==> src/rtl/core/sha224_pkg.sv <==
`timescale 1ns / 1ps
`default_nettype none
// ----------------------------------------------------------------------------
// SHA-224 shared definitions
// Round constants, initial hash values, round functions and the control
// bundle passed from the sequencer to the round datapath.
// ----------------------------------------------------------------------------
package sha224_pkg;

	localparam int unsigned BlkWords   = 16;
	localparam int unsigned ChainWords = 8;
	localparam int unsigned Rounds     = 64;
	localparam int unsigned LenPos     = 56;
	localparam logic [7:0]  PadByte    = 8'h80;

	// Control for the round datapath.
	typedef struct packed {
		logic       shift;  // shift a word into the working variables
		logic       step;   // run one compression round
		logic       fresh;  // round takes its schedule word from the block memory
		logic [5:0] rnd;    // round number
	} sha224_ctrl_t;

	function automatic logic [31:0] rotr(input logic [31:0] x, input int unsigned n);
		rotr = (x >> n) | (x << (32 - n));
	endfunction

	function automatic logic [31:0] bsig0(input logic [31:0] x);
		bsig0 = rotr(x, 2) ^ rotr(x, 13) ^ rotr(x, 22);
	endfunction

	function automatic logic [31:0] bsig1(input logic [31:0] x);
		bsig1 = rotr(x, 6) ^ rotr(x, 11) ^ rotr(x, 25);
	endfunction

	function automatic logic [31:0] ssig0(input logic [31:0] x);
		ssig0 = rotr(x, 7) ^ rotr(x, 18) ^ (x >> 3);
	endfunction

	function automatic logic [31:0] ssig1(input logic [31:0] x);
		ssig1 = rotr(x, 17) ^ rotr(x, 19) ^ (x >> 10);
	endfunction

	// Initial hash values for SHA-224.
	function automatic logic [31:0] iv_word(input logic [2:0] i);
		unique case (i)
			3'd0: iv_word = 32'hc1059ed8;
			3'd1: iv_word = 32'h367cd507;
			3'd2: iv_word = 32'h3070dd17;
			3'd3: iv_word = 32'hf70e5939;
			3'd4: iv_word = 32'hffc00b31;
			3'd5: iv_word = 32'h68581511;
			3'd6: iv_word = 32'h64f98fa7;
			default: iv_word = 32'hbefa4fa4;
		endcase
	endfunction

	// Round constants.
	function automatic logic [31:0] k_word(input logic [5:0] i);
		unique case (i)
			6'd0:  k_word = 32'h428a2f98; 6'd1:  k_word = 32'h71374491;
			6'd2:  k_word = 32'hb5c0fbcf; 6'd3:  k_word = 32'he9b5dba5;
			6'd4:  k_word = 32'h3956c25b; 6'd5:  k_word = 32'h59f111f1;
			6'd6:  k_word = 32'h923f82a4; 6'd7:  k_word = 32'hab1c5ed5;
			6'd8:  k_word = 32'hd807aa98; 6'd9:  k_word = 32'h12835b01;
			6'd10: k_word = 32'h243185be; 6'd11: k_word = 32'h550c7dc3;
			6'd12: k_word = 32'h72be5d74; 6'd13: k_word = 32'h80deb1fe;
			6'd14: k_word = 32'h9bdc06a7; 6'd15: k_word = 32'hc19bf174;
			6'd16: k_word = 32'he49b69c1; 6'd17: k_word = 32'hefbe4786;
			6'd18: k_word = 32'h0fc19dc6; 6'd19: k_word = 32'h240ca1cc;
			6'd20: k_word = 32'h2de92c6f; 6'd21: k_word = 32'h4a7484aa;
			6'd22: k_word = 32'h5cb0a9dc; 6'd23: k_word = 32'h76f988da;
			6'd24: k_word = 32'h983e5152; 6'd25: k_word = 32'ha831c66d;
			6'd26: k_word = 32'hb00327c8; 6'd27: k_word = 32'hbf597fc7;
			6'd28: k_word = 32'hc6e00bf3; 6'd29: k_word = 32'hd5a79147;
			6'd30: k_word = 32'h06ca6351; 6'd31: k_word = 32'h14292967;
			6'd32: k_word = 32'h27b70a85; 6'd33: k_word = 32'h2e1b2138;
			6'd34: k_word = 32'h4d2c6dfc; 6'd35: k_word = 32'h53380d13;
			6'd36: k_word = 32'h650a7354; 6'd37: k_word = 32'h766a0abb;
			6'd38: k_word = 32'h81c2c92e; 6'd39: k_word = 32'h92722c85;
			6'd40: k_word = 32'ha2bfe8a1; 6'd41: k_word = 32'ha81a664b;
			6'd42: k_word = 32'hc24b8b70; 6'd43: k_word = 32'hc76c51a3;
			6'd44: k_word = 32'hd192e819; 6'd45: k_word = 32'hd6990624;
			6'd46: k_word = 32'hf40e3585; 6'd47: k_word = 32'h106aa070;
			6'd48: k_word = 32'h19a4c116; 6'd49: k_word = 32'h1e376c08;
			6'd50: k_word = 32'h2748774c; 6'd51: k_word = 32'h34b0bcb5;
			6'd52: k_word = 32'h391c0cb3; 6'd53: k_word = 32'h4ed8aa4a;
			6'd54: k_word = 32'h5b9cca4f; 6'd55: k_word = 32'h682e6ff3;
			6'd56: k_word = 32'h748f82ee; 6'd57: k_word = 32'h78a5636f;
			6'd58: k_word = 32'h84c87814; 6'd59: k_word = 32'h8cc70208;
			6'd60: k_word = 32'h90befffa; 6'd61: k_word = 32'ha4506ceb;
			6'd62: k_word = 32'hbef9a3f7;
			default: k_word = 32'hc67178f2;
		endcase
	endfunction

endpackage
`default_nettype wire

==> src/rtl/core/sha224_core.sv <==
`timescale 1ns / 1ps
`default_nettype none
// ----------------------------------------------------------------------------
// SHA-224 round datapath
// Holds the working variables and the 16-word message schedule window and
// performs one compression round per step.
// ----------------------------------------------------------------------------
module sha224_core
	import sha224_pkg::*;
(
	input  wire logic         clk,
	input  wire sha224_ctrl_t ctrl,
	input  wire logic [31:0]  shift_word,
	input  wire logic [31:0]  blk_word,
	output logic      [31:0]  head_word
);

	logic [31:0] v_q [ChainWords];
	logic [31:0] s_q [BlkWords];
	logic [31:0] w, t1, t2;

	// Schedule word and round sums.
	always_comb begin
		if (ctrl.fresh) begin
			w = blk_word;
		end else begin
			w = ssig1(s_q[14]) + s_q[9] + ssig0(s_q[1]) + s_q[0];
		end
		t1 = v_q[7] + bsig1(v_q[4]) + ((v_q[4] & v_q[5]) ^ (~v_q[4] & v_q[6]))
			+ k_word(ctrl.rnd) + w;
		t2 = bsig0(v_q[0]) + ((v_q[0] & v_q[1]) ^ (v_q[0] & v_q[2]) ^ (v_q[1] & v_q[2]));
	end

	assign head_word = v_q[0];

	// Working variables: shifted in from the chain memory, or advanced one round.
	always_ff @(posedge clk) begin
		if (ctrl.shift) begin
			for (int i = 0; i < ChainWords - 1; i++) begin
				v_q[i] <= v_q[i + 1];
			end
			v_q[ChainWords - 1] <= shift_word;
		end else if (ctrl.step) begin
			v_q[7] <= v_q[6];
			v_q[6] <= v_q[5];
			v_q[5] <= v_q[4];
			v_q[4] <= v_q[3] + t1;
			v_q[3] <= v_q[2];
			v_q[2] <= v_q[1];
			v_q[1] <= v_q[0];
			v_q[0] <= t1 + t2;
		end
	end

	// Schedule window: newest word at the top.
	always_ff @(posedge clk) begin
		if (ctrl.step) begin
			for (int i = 0; i < BlkWords - 1; i++) begin
				s_q[i] <= s_q[i + 1];
			end
			s_q[BlkWords - 1] <= w;
		end
	end

endmodule
`default_nettype wire

==> src/rtl/core/sha224_byte_stream_hasher.sv <==
`timescale 1ns / 1ps
`default_nettype none
// ----------------------------------------------------------------------------
// SHA-224 byte stream hasher
// Gathers message bytes into 64-byte blocks, compresses them, pads the
// message on request and returns the seven-word digest.
// ----------------------------------------------------------------------------
// Usage: the input channel (in_valid/in_ready) carries one request per item:
// an optional byte (byte_present, data_byte) and an end_of_message flag.
// A plain byte is taken without leaving the idle state. The byte that
// completes a 64-byte block starts a compression: the chain value is loaded
// from its memory, 64 rounds run on the shared round unit, and the sums are
// written back. The input is not ready during that time, so the byte rate is
// set by the round loop and the word-at-a-time chain memory access.
// An end-of-message request writes the padding one byte per cycle into the
// block memory, then runs one or two compressions. The digest then leaves
// on the output channel (out_valid/out_ready) as seven words, H0 first,
// each read from the chain memory and registered before it is shown; the
// block holds the word until it is taken and accepts no new request.
// After reset, the initial hash values are written into the chain memory
// before the first request is accepted. Reset clears all control state.
// ----------------------------------------------------------------------------
module sha224_byte_stream_hasher
	import sha224_pkg::*;
(
	input  wire logic        clk,
	input  wire logic        arst_n,
	input  wire logic        in_valid,
	output logic             in_ready,
	input  wire logic [7:0]  data_byte,
	input  wire logic        byte_present,
	input  wire logic        end_of_message,
	output logic             out_valid,
	input  wire logic        out_ready,
	output logic      [31:0] digest_word,
	output logic      [2:0]  word_index,
	output logic             last_word
);

	typedef enum logic [6:0] {
		ST_INIT   = 7'b0000001,
		ST_IDLE   = 7'b0000010,
		ST_PAD    = 7'b0000100,
		ST_LOAD   = 7'b0001000,
		ST_ROUND  = 7'b0010000,
		ST_UPDATE = 7'b0100000,
		ST_EMIT   = 7'b1000000
	} state_t;

	state_t       state_q;
	logic [6:0]   cnt_q;
	logic [5:0]   fill_q;
	logic [63:0]  bits_q;
	logic         padding_q, pad_first_q, split_q, final_q, emit_rd_q;
	logic [31:0]  out_word_q;

	// Memories.
	logic [31:0]  blk_mem [BlkWords];
	logic [31:0]  chain_mem [ChainWords];
	logic [31:0]  blk_rd_q, chain_rd_q;

	logic         accept, blk_we, ch_we, split_now;
	logic [7:0]   blk_wbyte, pad_byte;
	logic [3:0]   blk_raddr;
	logic [2:0]   ch_raddr, ch_waddr;
	logic [31:0]  ch_wdata, head_word;
	logic [7:0]   len_shift;
	sha224_ctrl_t ctrl;

	assign in_ready    = (state_q == ST_IDLE);
	assign accept      = in_valid && in_ready;
	assign out_valid   = (state_q == ST_EMIT) && !emit_rd_q && (cnt_q[6:3] == 4'd1);
	assign digest_word = out_word_q;
	assign word_index  = cnt_q[2:0];
	assign last_word   = (cnt_q[2:0] == 3'd6);

	// Padding byte for the current fill position.
	assign len_shift = 8'(bits_q >> {~fill_q[2:0], 3'b000});
	assign split_now = split_q || (pad_first_q && (fill_q >= 6'(LenPos)));
	always_comb begin
		if (pad_first_q) begin
			pad_byte = PadByte;
		end else if ((fill_q >= 6'(LenPos)) && !split_q) begin
			pad_byte = len_shift;
		end else begin
			pad_byte = 8'h00;
		end
	end

	// Block memory write and read address selection.
	always_comb begin
		blk_we    = (accept && byte_present) || (state_q == ST_PAD);
		blk_wbyte = (state_q == ST_PAD) ? pad_byte : data_byte;
		blk_raddr = (state_q == ST_ROUND) ? (cnt_q[3:0] + 4'd1) : 4'd0;
	end

	// Chain memory access selection.
	always_comb begin
		ch_we    = 1'b0;
		ch_waddr = cnt_q[2:0];
		ch_wdata = iv_word(cnt_q[2:0]);
		ch_raddr = cnt_q[2:0];
		unique case (state_q)
			ST_INIT: begin
				ch_we = 1'b1;
			end
			ST_UPDATE: begin
				ch_we    = (cnt_q != 7'd0);
				ch_waddr = cnt_q[2:0] - 3'd1;
				ch_wdata = chain_rd_q + head_word;
			end
			ST_EMIT: begin
				// Reload the initial value once the word has been read out.
				ch_we = emit_rd_q || (out_valid && out_ready && last_word);
				ch_waddr = emit_rd_q ? cnt_q[2:0] : 3'd7;
				ch_wdata = iv_word(ch_waddr);
			end
			default: begin
				ch_we = 1'b0;
			end
		endcase
	end

	// Round datapath control.
	always_comb begin
		ctrl.shift = ((state_q == ST_LOAD) || (state_q == ST_UPDATE)) && (cnt_q != 7'd0);
		ctrl.step  = (state_q == ST_ROUND);
		ctrl.fresh = (cnt_q[6:4] == 3'd0);
		ctrl.rnd   = cnt_q[5:0];
	end

	// Block memory with byte lanes, big-endian within each word.
	always_ff @(posedge clk) begin
		if (blk_we) begin
			blk_mem[fill_q[5:2]][8 * (3 - fill_q[1:0]) +: 8] <= blk_wbyte;
		end
		blk_rd_q <= blk_mem[blk_raddr];
	end

	// Chain value memory.
	always_ff @(posedge clk) begin
		if (ch_we) begin
			chain_mem[ch_waddr] <= ch_wdata;
		end
		chain_rd_q <= chain_mem[ch_raddr];
	end

	// Captured digest word.
	always_ff @(posedge clk) begin
		if ((state_q == ST_EMIT) && emit_rd_q) begin
			out_word_q <= chain_rd_q;
		end
	end

	sha224_core u_core (
		.clk        (clk),
		.ctrl       (ctrl),
		.shift_word (chain_rd_q),
		.blk_word   (blk_rd_q),
		.head_word  (head_word)
	);

	// Sequencer.
	always_ff @(posedge clk or negedge arst_n) begin
		if (!arst_n) begin
			state_q     <= ST_INIT;
			cnt_q       <= '0;
			fill_q      <= '0;
			bits_q      <= '0;
			padding_q   <= 1'b0;
			pad_first_q <= 1'b0;
			split_q     <= 1'b0;
			final_q     <= 1'b0;
			emit_rd_q   <= 1'b0;
		end else begin
			unique case (state_q)
				ST_INIT: begin
					cnt_q <= cnt_q + 7'd1;
					if (cnt_q == 7'd7) begin
						cnt_q   <= '0;
						state_q <= ST_IDLE;
					end
				end
				ST_IDLE: begin
					if (accept) begin
						if (byte_present) begin
							fill_q <= fill_q + 6'd1;
							bits_q <= bits_q + 64'd8;
						end
						if (end_of_message) begin
							padding_q   <= 1'b1;
							pad_first_q <= 1'b1;
						end
						if (byte_present && (fill_q == 6'd63)) begin
							cnt_q   <= '0;
							state_q <= ST_LOAD;
						end else if (end_of_message) begin
							state_q <= ST_PAD;
						end
					end
				end
				ST_PAD: begin
					fill_q      <= fill_q + 6'd1;
					pad_first_q <= 1'b0;
					split_q     <= split_now;
					if (fill_q == 6'd63) begin
						split_q <= 1'b0;
						final_q <= !split_now;
						cnt_q   <= '0;
						state_q <= ST_LOAD;
					end
				end
				ST_LOAD: begin
					cnt_q <= cnt_q + 7'd1;
					if (cnt_q == 7'd8) begin
						cnt_q   <= '0;
						state_q <= ST_ROUND;
					end
				end
				ST_ROUND: begin
					cnt_q <= cnt_q + 7'd1;
					if (cnt_q == 7'(Rounds - 1)) begin
						cnt_q   <= '0;
						state_q <= ST_UPDATE;
					end
				end
				ST_UPDATE: begin
					cnt_q <= cnt_q + 7'd1;
					if (cnt_q == 7'd8) begin
						cnt_q <= '0;
						if (final_q) begin
							emit_rd_q <= 1'b0;
							state_q   <= ST_EMIT;
						end else if (padding_q) begin
							state_q <= ST_PAD;
						end else begin
							state_q <= ST_IDLE;
						end
					end
				end
				ST_EMIT: begin
					// cnt_q[6:3] marks the phase: 0 issue read, 1 word shown.
					if (cnt_q[6:3] == 4'd0) begin
						emit_rd_q <= 1'b1;
						cnt_q     <= {4'd1, cnt_q[2:0]};
					end else if (emit_rd_q) begin
						emit_rd_q <= 1'b0;
					end else if (out_ready) begin
						if (last_word) begin
							cnt_q     <= '0;
							fill_q    <= '0;
							bits_q    <= '0;
							padding_q <= 1'b0;
							final_q   <= 1'b0;
							state_q   <= ST_IDLE;
						end else begin
							cnt_q <= {4'd0, cnt_q[2:0] + 3'd1};
						end
					end
				end
				default: begin
					state_q <= ST_INIT;
				end
			endcase
		end
	end

endmodule
`default_nettype wire

==> config.mk <==
export PLATFORM = sky130hd
export DESIGN_NAME = sha224_byte_stream_hasher
export DESIGN_NICKNAME = d
export VERILOG_FILES = /design/src/rtl/core/sha224_pkg.sv /design/src/rtl/core/sha224_core.sv /design/src/rtl/core/sha224_byte_stream_hasher.sv
export SDC_FILE = /design/constraint.sdc
export NUM_CORES = 2
export LEC_CHECK = 0
export BUFFER_PORTS_ARGS = -buffer_cell sky130_fd_sc_hd__buf_2
export CAP_MARGIN = 20
export CORE_ASPECT_RATIO = 0.8
export CORE_MARGIN = 2
export CORE_UTILIZATION = 38
export CTS_CLUSTER_SIZE = 40
export DETAILED_ROUTE_END_ITERATION = 16
export PLACE_DENSITY = 0.58
export SLEW_MARGIN = 25
export SYNTH_ARGS = -nofsm -noshare
export SYNTH_HDL_FRONTEND = slang
export SYNTH_SLANG_ARGS = --single-unit
==> constraint.sdc <==
create_clock -name clk -period 34.6 [get_ports clk]
set_clock_uncertainty 0.15 [all_clocks]
set_input_delay 10.38 -clock clk [delete_from_list [all_inputs] [get_ports clk]]
set_output_delay 10.38 -clock clk [all_outputs]
set_load 0.01 [all_outputs]
# --- Word-level counts from Yosys, hierarchy flattened ---
# Memory sizes are Yosys's and may differ from the RTL's. A register that Yosys moved wholly into a read port is not among the register bits.
# Index checks and enable logic that the tools add are counted.
totals:
  ff_bits: 121
  ramBits: 1536
  rom_bits: 2048
  inputBits: 14
  word_cells: 239
  memories: 5
classes:
  add_sub_neg: 19
  order_cmp: 1
  n_eq_ne: 41
  shifts: 3
  n_mux: 84
  n_bitwise: 36
  n_reduce_logical: 39
memory_table:
  columns: ["memory", "depth", "word_bits", "read_ports", "rd_clocked_by_memory_dff", "write_ports", "line_no", "text"]
  rows:
  - ["(name not given)", 64, 32, 1, 0, 0, "sha224_pkg.sv:60", "unique case (i)"]
  - ["blk_mem", 16, 32, 1, 1, 1, "sha224_byte_stream_hasher.sv:58", "logic [31:0] blk_mem [BlkWords];"]
  - ["u_core.s_q", 16, 32, 16, 0, 16, "sha224_core.sv:19", "logic [31:0] s_q [BlkWords];"]
  - ["chain_mem", 8, 32, 1, 1, 1, "sha224_byte_stream_hasher.sv:59", "logic [31:0] chain_mem [ChainWords];"]
  - ["u_core.v_q", 8, 32, 8, 0, 8, "sha224_core.sv:18", "logic [31:0] v_q [ChainWords];"]
op_table:
  columns: ["op", "n"]
  rows:
  - ["one-hot mux 32 bit (7 select lines)", 2]
  - ["2-to-1 mux 64 bit", 6]
  - ["adder 32 bit", 11]
  - ["2-to-1 mux 32 bit", 10]
  - ["bitwise XOR 32 bit", 9]
  - ["bitwise AND 32 bit", 5]
  - ["2-to-1 mux 7 bit", 22]
  - ["one-hot mux 64 bit (2 select lines)", 1]
  - ["adder 64 x 4 -> 64 bit, second input constant", 1]
  - ["one-hot mux 32 bit (2 select lines)", 1]
  - ["right shift 64 x 6 -> 8 bit", 1]
  - ["one-hot mux 7 bit (7 select lines)", 1]
  - ["one-hot mux 7 bit (6 select lines)", 1]
  - ["2-to-1 mux 6 bit", 6]
  - ["negation 32 -> 34 bit", 1]
  - ["variable shift 8 x 34 -> 32 bit, first input constant", 1]
  - ["indexed part select 8 x 34 -> 32 bit", 1]
  - ["inverter 32 bit", 1]
  - ["bitwise OR 10 x 32 -> 32 bit", 1]
  - ["bitwise OR 13 x 32 -> 32 bit", 1]
  - ["bitwise OR 14 x 32 -> 32 bit", 1]
  - ["bitwise OR 15 x 32 -> 32 bit", 1]
  - ["bitwise OR 19 x 32 -> 32 bit", 1]
  - ["bitwise OR 21 x 32 -> 32 bit", 1]
  - ["53 further kinds", 136]

# --- Logic depth before layout (Yosys ltp) ---
# An unclocked memory read counts as a cell.
depth:
  ltp_word: 11
  mapped_depth: 46
  ltp_nobuf: 46

# --- Modules after synthesis ---
# Synthesis repeated with hierarchy kept, for this count alone.
unflattened:
  cells_unflattened: 6590
  area_unflattened_um2: 84025.6
by_module_without_submodules:
  columns: ["module", "n_inst", "cells_per_inst", "area_per_inst_um2", "seq_area_each_um2"]
  rows:
  - ["sha224_core", 1, 3785, 43481.7, 23062.1]
  - ["sha224_byte_stream_hasher", 1, 2805, 40543.9, 27457.6]

# --- Worst setup path after synthesis ---
# Ideal clock, no wire load.
synth_path:
  kind: "reg-to-reg"
  startpoint: "register state_q[6]"
  endpoint: "memory u_core.s_q[0][0], enable pin"
  setup_time_ns: 1.077
  t_arrival_ns: 15.881
  required_ns: 33.373
  setup_slack_ns: 17.492
  stages_incl_launch_ff: 10
  period_less_slack_ns: 17.108
  cell_sequence: "dfrtp_1 clkbuf_1 nor4_1 and2_1 nand3b_1 buf_2 inv_1 buf_2 clkbuf_1 clkbuf_1"
synth_lines:
  columns: ["item", "line_no", "text"]
  rows:
  - ["from (decl)", "sha224_byte_stream_hasher.sv:50", "state_t state_q;"]
  - ["from (signal assigned)", "sha224_byte_stream_hasher.sv:166", "state_q <= ST_INIT;"]
  - ["from (signal assigned)", "sha224_byte_stream_hasher.sv:181", "state_q <= ST_IDLE;"]
  - ["from (signal assigned)", "sha224_byte_stream_hasher.sv:196", "state_q <= ST_LOAD;"]
  - ["to (decl)", "sha224_core.sv:19", null]

# --- Final worst setup path ---
layout_path:
  startpoint: "register cnt_q[0]"
  endpoint: "output port last_word"
layout_between:
  elab_chain_cells: 1
layout_rtl:
  columns: ["item", "line_no", "text"]
  rows:
  - ["from (decl)", "sha224_byte_stream_hasher.sv:51", "logic [6:0] cnt_q;"]
  - ["from (signal assigned)", "sha224_byte_stream_hasher.sv:178", "cnt_q <= cnt_q + 7'd1;"]
  - ["from (signal assigned)", "sha224_byte_stream_hasher.sv:214", "cnt_q <= cnt_q + 7'd1;"]
  - ["from (signal assigned)", "sha224_byte_stream_hasher.sv:221", "cnt_q <= cnt_q + 7'd1;"]
  - ["equality test 3 bit", "sha224_byte_stream_hasher.sv:75", "assign last_word = (cnt_q[2:0] == 3'd6);"]
  - ["to (decl)", "sha224_byte_stream_hasher.sv:37", "output logic last_word"]
# Every way passes these cells.

==> metrics.md <==
| Metric | Value |
|---|---|
| Most common cell in the netlist | edfxtp_1 |
| Initial Util | 0.383 |
| Synth cell count leaders | edfxtp_1, nand2_1, nor2_1 |
| Largest net degree at the start of global routing | 169 |
| Required time of the critical path | 24070 ps |
| Startpoint type of the worst setup path | register |
| Min Tclk post-route | around 14000 ps |
| Post CTS Setup Buffer Count | 0 |
| Mapped Area | 82400 um2 |
| Routability congestion estimate | 0.968 |
| DRC Markers | 0 |
| Top Ports | 52 |
| Die H | 421 um |
| Predominant post-synthesis flop cell | edfxtp_1 |
| Status | finished clean |
| Remaining Overflow, GRT | 0 |
| Final Hold Fails | 0 |
| RR Startpoint | cnt_q[0] |
| Post-synth ARST share | 0.0501 |
| Cell Count Post-Placement | 8971 |
| Die W | ~520 um |
| CP Class | register to output port |
| Worst-path clk slew | 60 ps |
| FF+latch count, synth | about 1.7k |
| F_max | between 70 and 80 MHz |
| Pre-CTS setup slack | 21050 ps |
| Final Hold Slack | approximately 220 ps |
| Global Route Usage Sum | 0.212 |
| Final Non-Filler Cells | 9298 |
| Vias in the first global route | 49.2k |
| Critical path capture point | last_word |
| Met2 WL post-DR | 98.0 mm |
| Hold Crit Class | register to register |
| Row cnt | 152 |
| Number of port buffers | 51 |
| R2r setup slk | 22840 ps |
| Post-synth top area share | 0.571 |
| Final WL | 237 mm |
| Antenna-violating nets left | 0 |
| Dpl hpwl | ~170 mm |
| Least-Margin Pin Slew | 1170 ps |
| Syn Inst Count | 6292 |
| Avg Inst Size Synth | 13.1 um2 |
| Routed wl met3 | approximately 22 mm |
| Final setup fails | 0 |
| Met1 wire length | 110 mm |
| Area grow syn2layout | 11.2% |
| CTS H-tree depth | 4 |
| Critical path arrival | 3290 ps |
| Crit path max fanout | 56 |
| Number of synthesized flops with an enable pin | roughly 1.6k |
| Max_cap viols | 0 |
| Initial antenna violation count | 10 |
| TritonRoute pass-1 iters | 6 |
| CTS root buf | clkbuf_16 |
| Cell type with the largest total area after synthesis | edfxtp_1 |
| Reg2reg path depth | 37 |
| Starting DRT DRC Count | 6769 |
| RSZ-0062 raised after global routing | false |
| Clock buffer depth | 4 |
| Post-route setup slack | between 20000 and 25000 ps |
| Area contributors post-synth | edfxtp_1, fa_1, mux4_2, nand2_1, xnor2_1 |
| FF-to-FF End | u_core.v_q[0][31] |
| Num CTS Buffers | between 150 and 200 |
| Cell variety after synth | 96 |
| Max-slew violation count | 0 |
| Die Area | 221000 um2 |
| First-pass GRT wire length | 344 mm |
| Seq/Total Area, Yosys | 0.613 |
| Net count after synthesis | between 6k and 7k |
| Post-DR vias/cell | 5.53 |
| Slew headroom | 0.218 |
| Number of clock sinks | roughly 1.7k |
| Fin nets | 6697 |
| CTS tree | built |
| Nature of the critical path endpoint | output port |
| Via count | 51.4k |
| CTS resizes | 0 |
| Yosys warnings | 0 |
| Setup TNS | 0 ps |
| Hold buffers post-CTS | 0 |
| Core Area | approximately 220000 um2 |
| Final period utilization | 0.399 |
| Layout cells sized above 1 | 0.113 |
| Highest routed metal layer | met5 |
| Clk Latency, worst-skew pair | roughly 860 ps |
| Worst Setup SP | cnt_q[0] |
| Avg WL per Cell | 25.5 um |
-- layout make-up --
cell class,instances,area [um2]
flip-flops and latches,1718,50500
clock inverters,91,907
diodes,9,22.5
inverters,334,1260
well taps,2849,3560
repair buffers,156,1110
clock buffers,225,4730
multi-input cells,3916,29500
fillers,19500,123000
-- cells in the final DEF (no fill, tap or decap), types with 24 or more instances in the layout --
cell type,instances
dfxtp_1,64
o21ai_1,28
clkbuf_1,37
ha_1,191
clkbuf_16,178
inv_1,328
o21ai_0,302
a2111oi_0,38
o21bai_1,24
mux2_2,73
clkinv_2,34
and3_1,32
xor2_1,115
a211oi_1,93
xnor2_1,322
mux4_2,149
a21oi_1,294
a31oi_1,37
o211ai_1,30
a21o_1,85
buf_4,98
nor3_1,56
fa_1,188
or3_1,32
buf_2,50
nand3_1,75
nor2b_1,25
mux2i_1,86
nor2_1,375
nand2b_1,26
and2_1,47
nand2_1,891
dfrtp_1,79
edfxtp_1,1568
-- cell families after synthesis --
| logic type | count (synthesis) | synth area share |
|---|---|---|
| XOR/XNOR | 437 | 0.0464 |
| flip-flops | 1718 | 0.613 |
| multiplexers | 308 | 0.0611 |
| buffers and inverters | 658 | 0.0307 |
| AND/OR/NAND/NOR | 1672 | 0.0879 |
| adder cells (fa/ha/maj) | 397 | 0.0769 |
| AO/OA/AOI/OAI | 1102 | 0.0838 |
-- worst min path at each step --
| stage | slack [ps] | cells after the start | endpoint | start |
|---|---|---|---|---|
| 3_5_place_dp | 250 | 0 | u_core.s_q[0][103] | u_core.s_q[0][135] |
| 6_report | 220 | 0 | u_core.s_q[0][115] | u_core.s_q[0][147] |
| 4_1_cts | 230 | 0 | u_core.s_q[0][115] | u_core.s_q[0][147] |
| 5_1_grt | 230 | 0 | u_core.s_q[0][115] | u_core.s_q[0][147] |
| 3_3_place_gp | 250 | 0 | u_core.s_q[1][34] | u_core.s_q[1][66] |
| 2_1_floorplan | 250 | 0 | u_core.s_q[0][100] | u_core.s_q[0][132] |
-- flip-flops by register name, indices dropped and copies added, names as in the netlist --
register,cells
blk_rd_q,32
fill_q,6
state_q,7
bits_q,61
chain_rd_q,32
chain_mem,256
emit_rd_q,1
cnt_q,7
padding_q,1
u_core.v_q,256
blk_mem,512
digest_word,32
u_core.s_q,512
final_q,1
pad_first_q,1
split_q,1
-- routing by layer --
layer | vias up | GRT usage
li1 | 22800 | -
met1 | 25900 | 0.328
met2 | 2379 | 0.299
met3 | 323 | 0.0423
met4 | 4 | 0.0552
met5 | - | 0
-- metrics by stage --
stage,util,area [um2]
2_1_floorplan,-,82400
3_3_place_gp,0.399,85900
3_5_place_dp,0.399,85900
4_1_cts,0.426,91500
5_1_grt,0.426,91600
6_report,0.426,91600
-- worst max-delay path: stages (launching register included) --
cell	delay (ps)
dfrtp_4	900
clkinv_1	630
ha_1	520
ha_1	230
buf_2	190
Power is left out: the tool's default activity adds up to more than one toggle a clock period on the data nets, which glitch-free logic cannot reach.
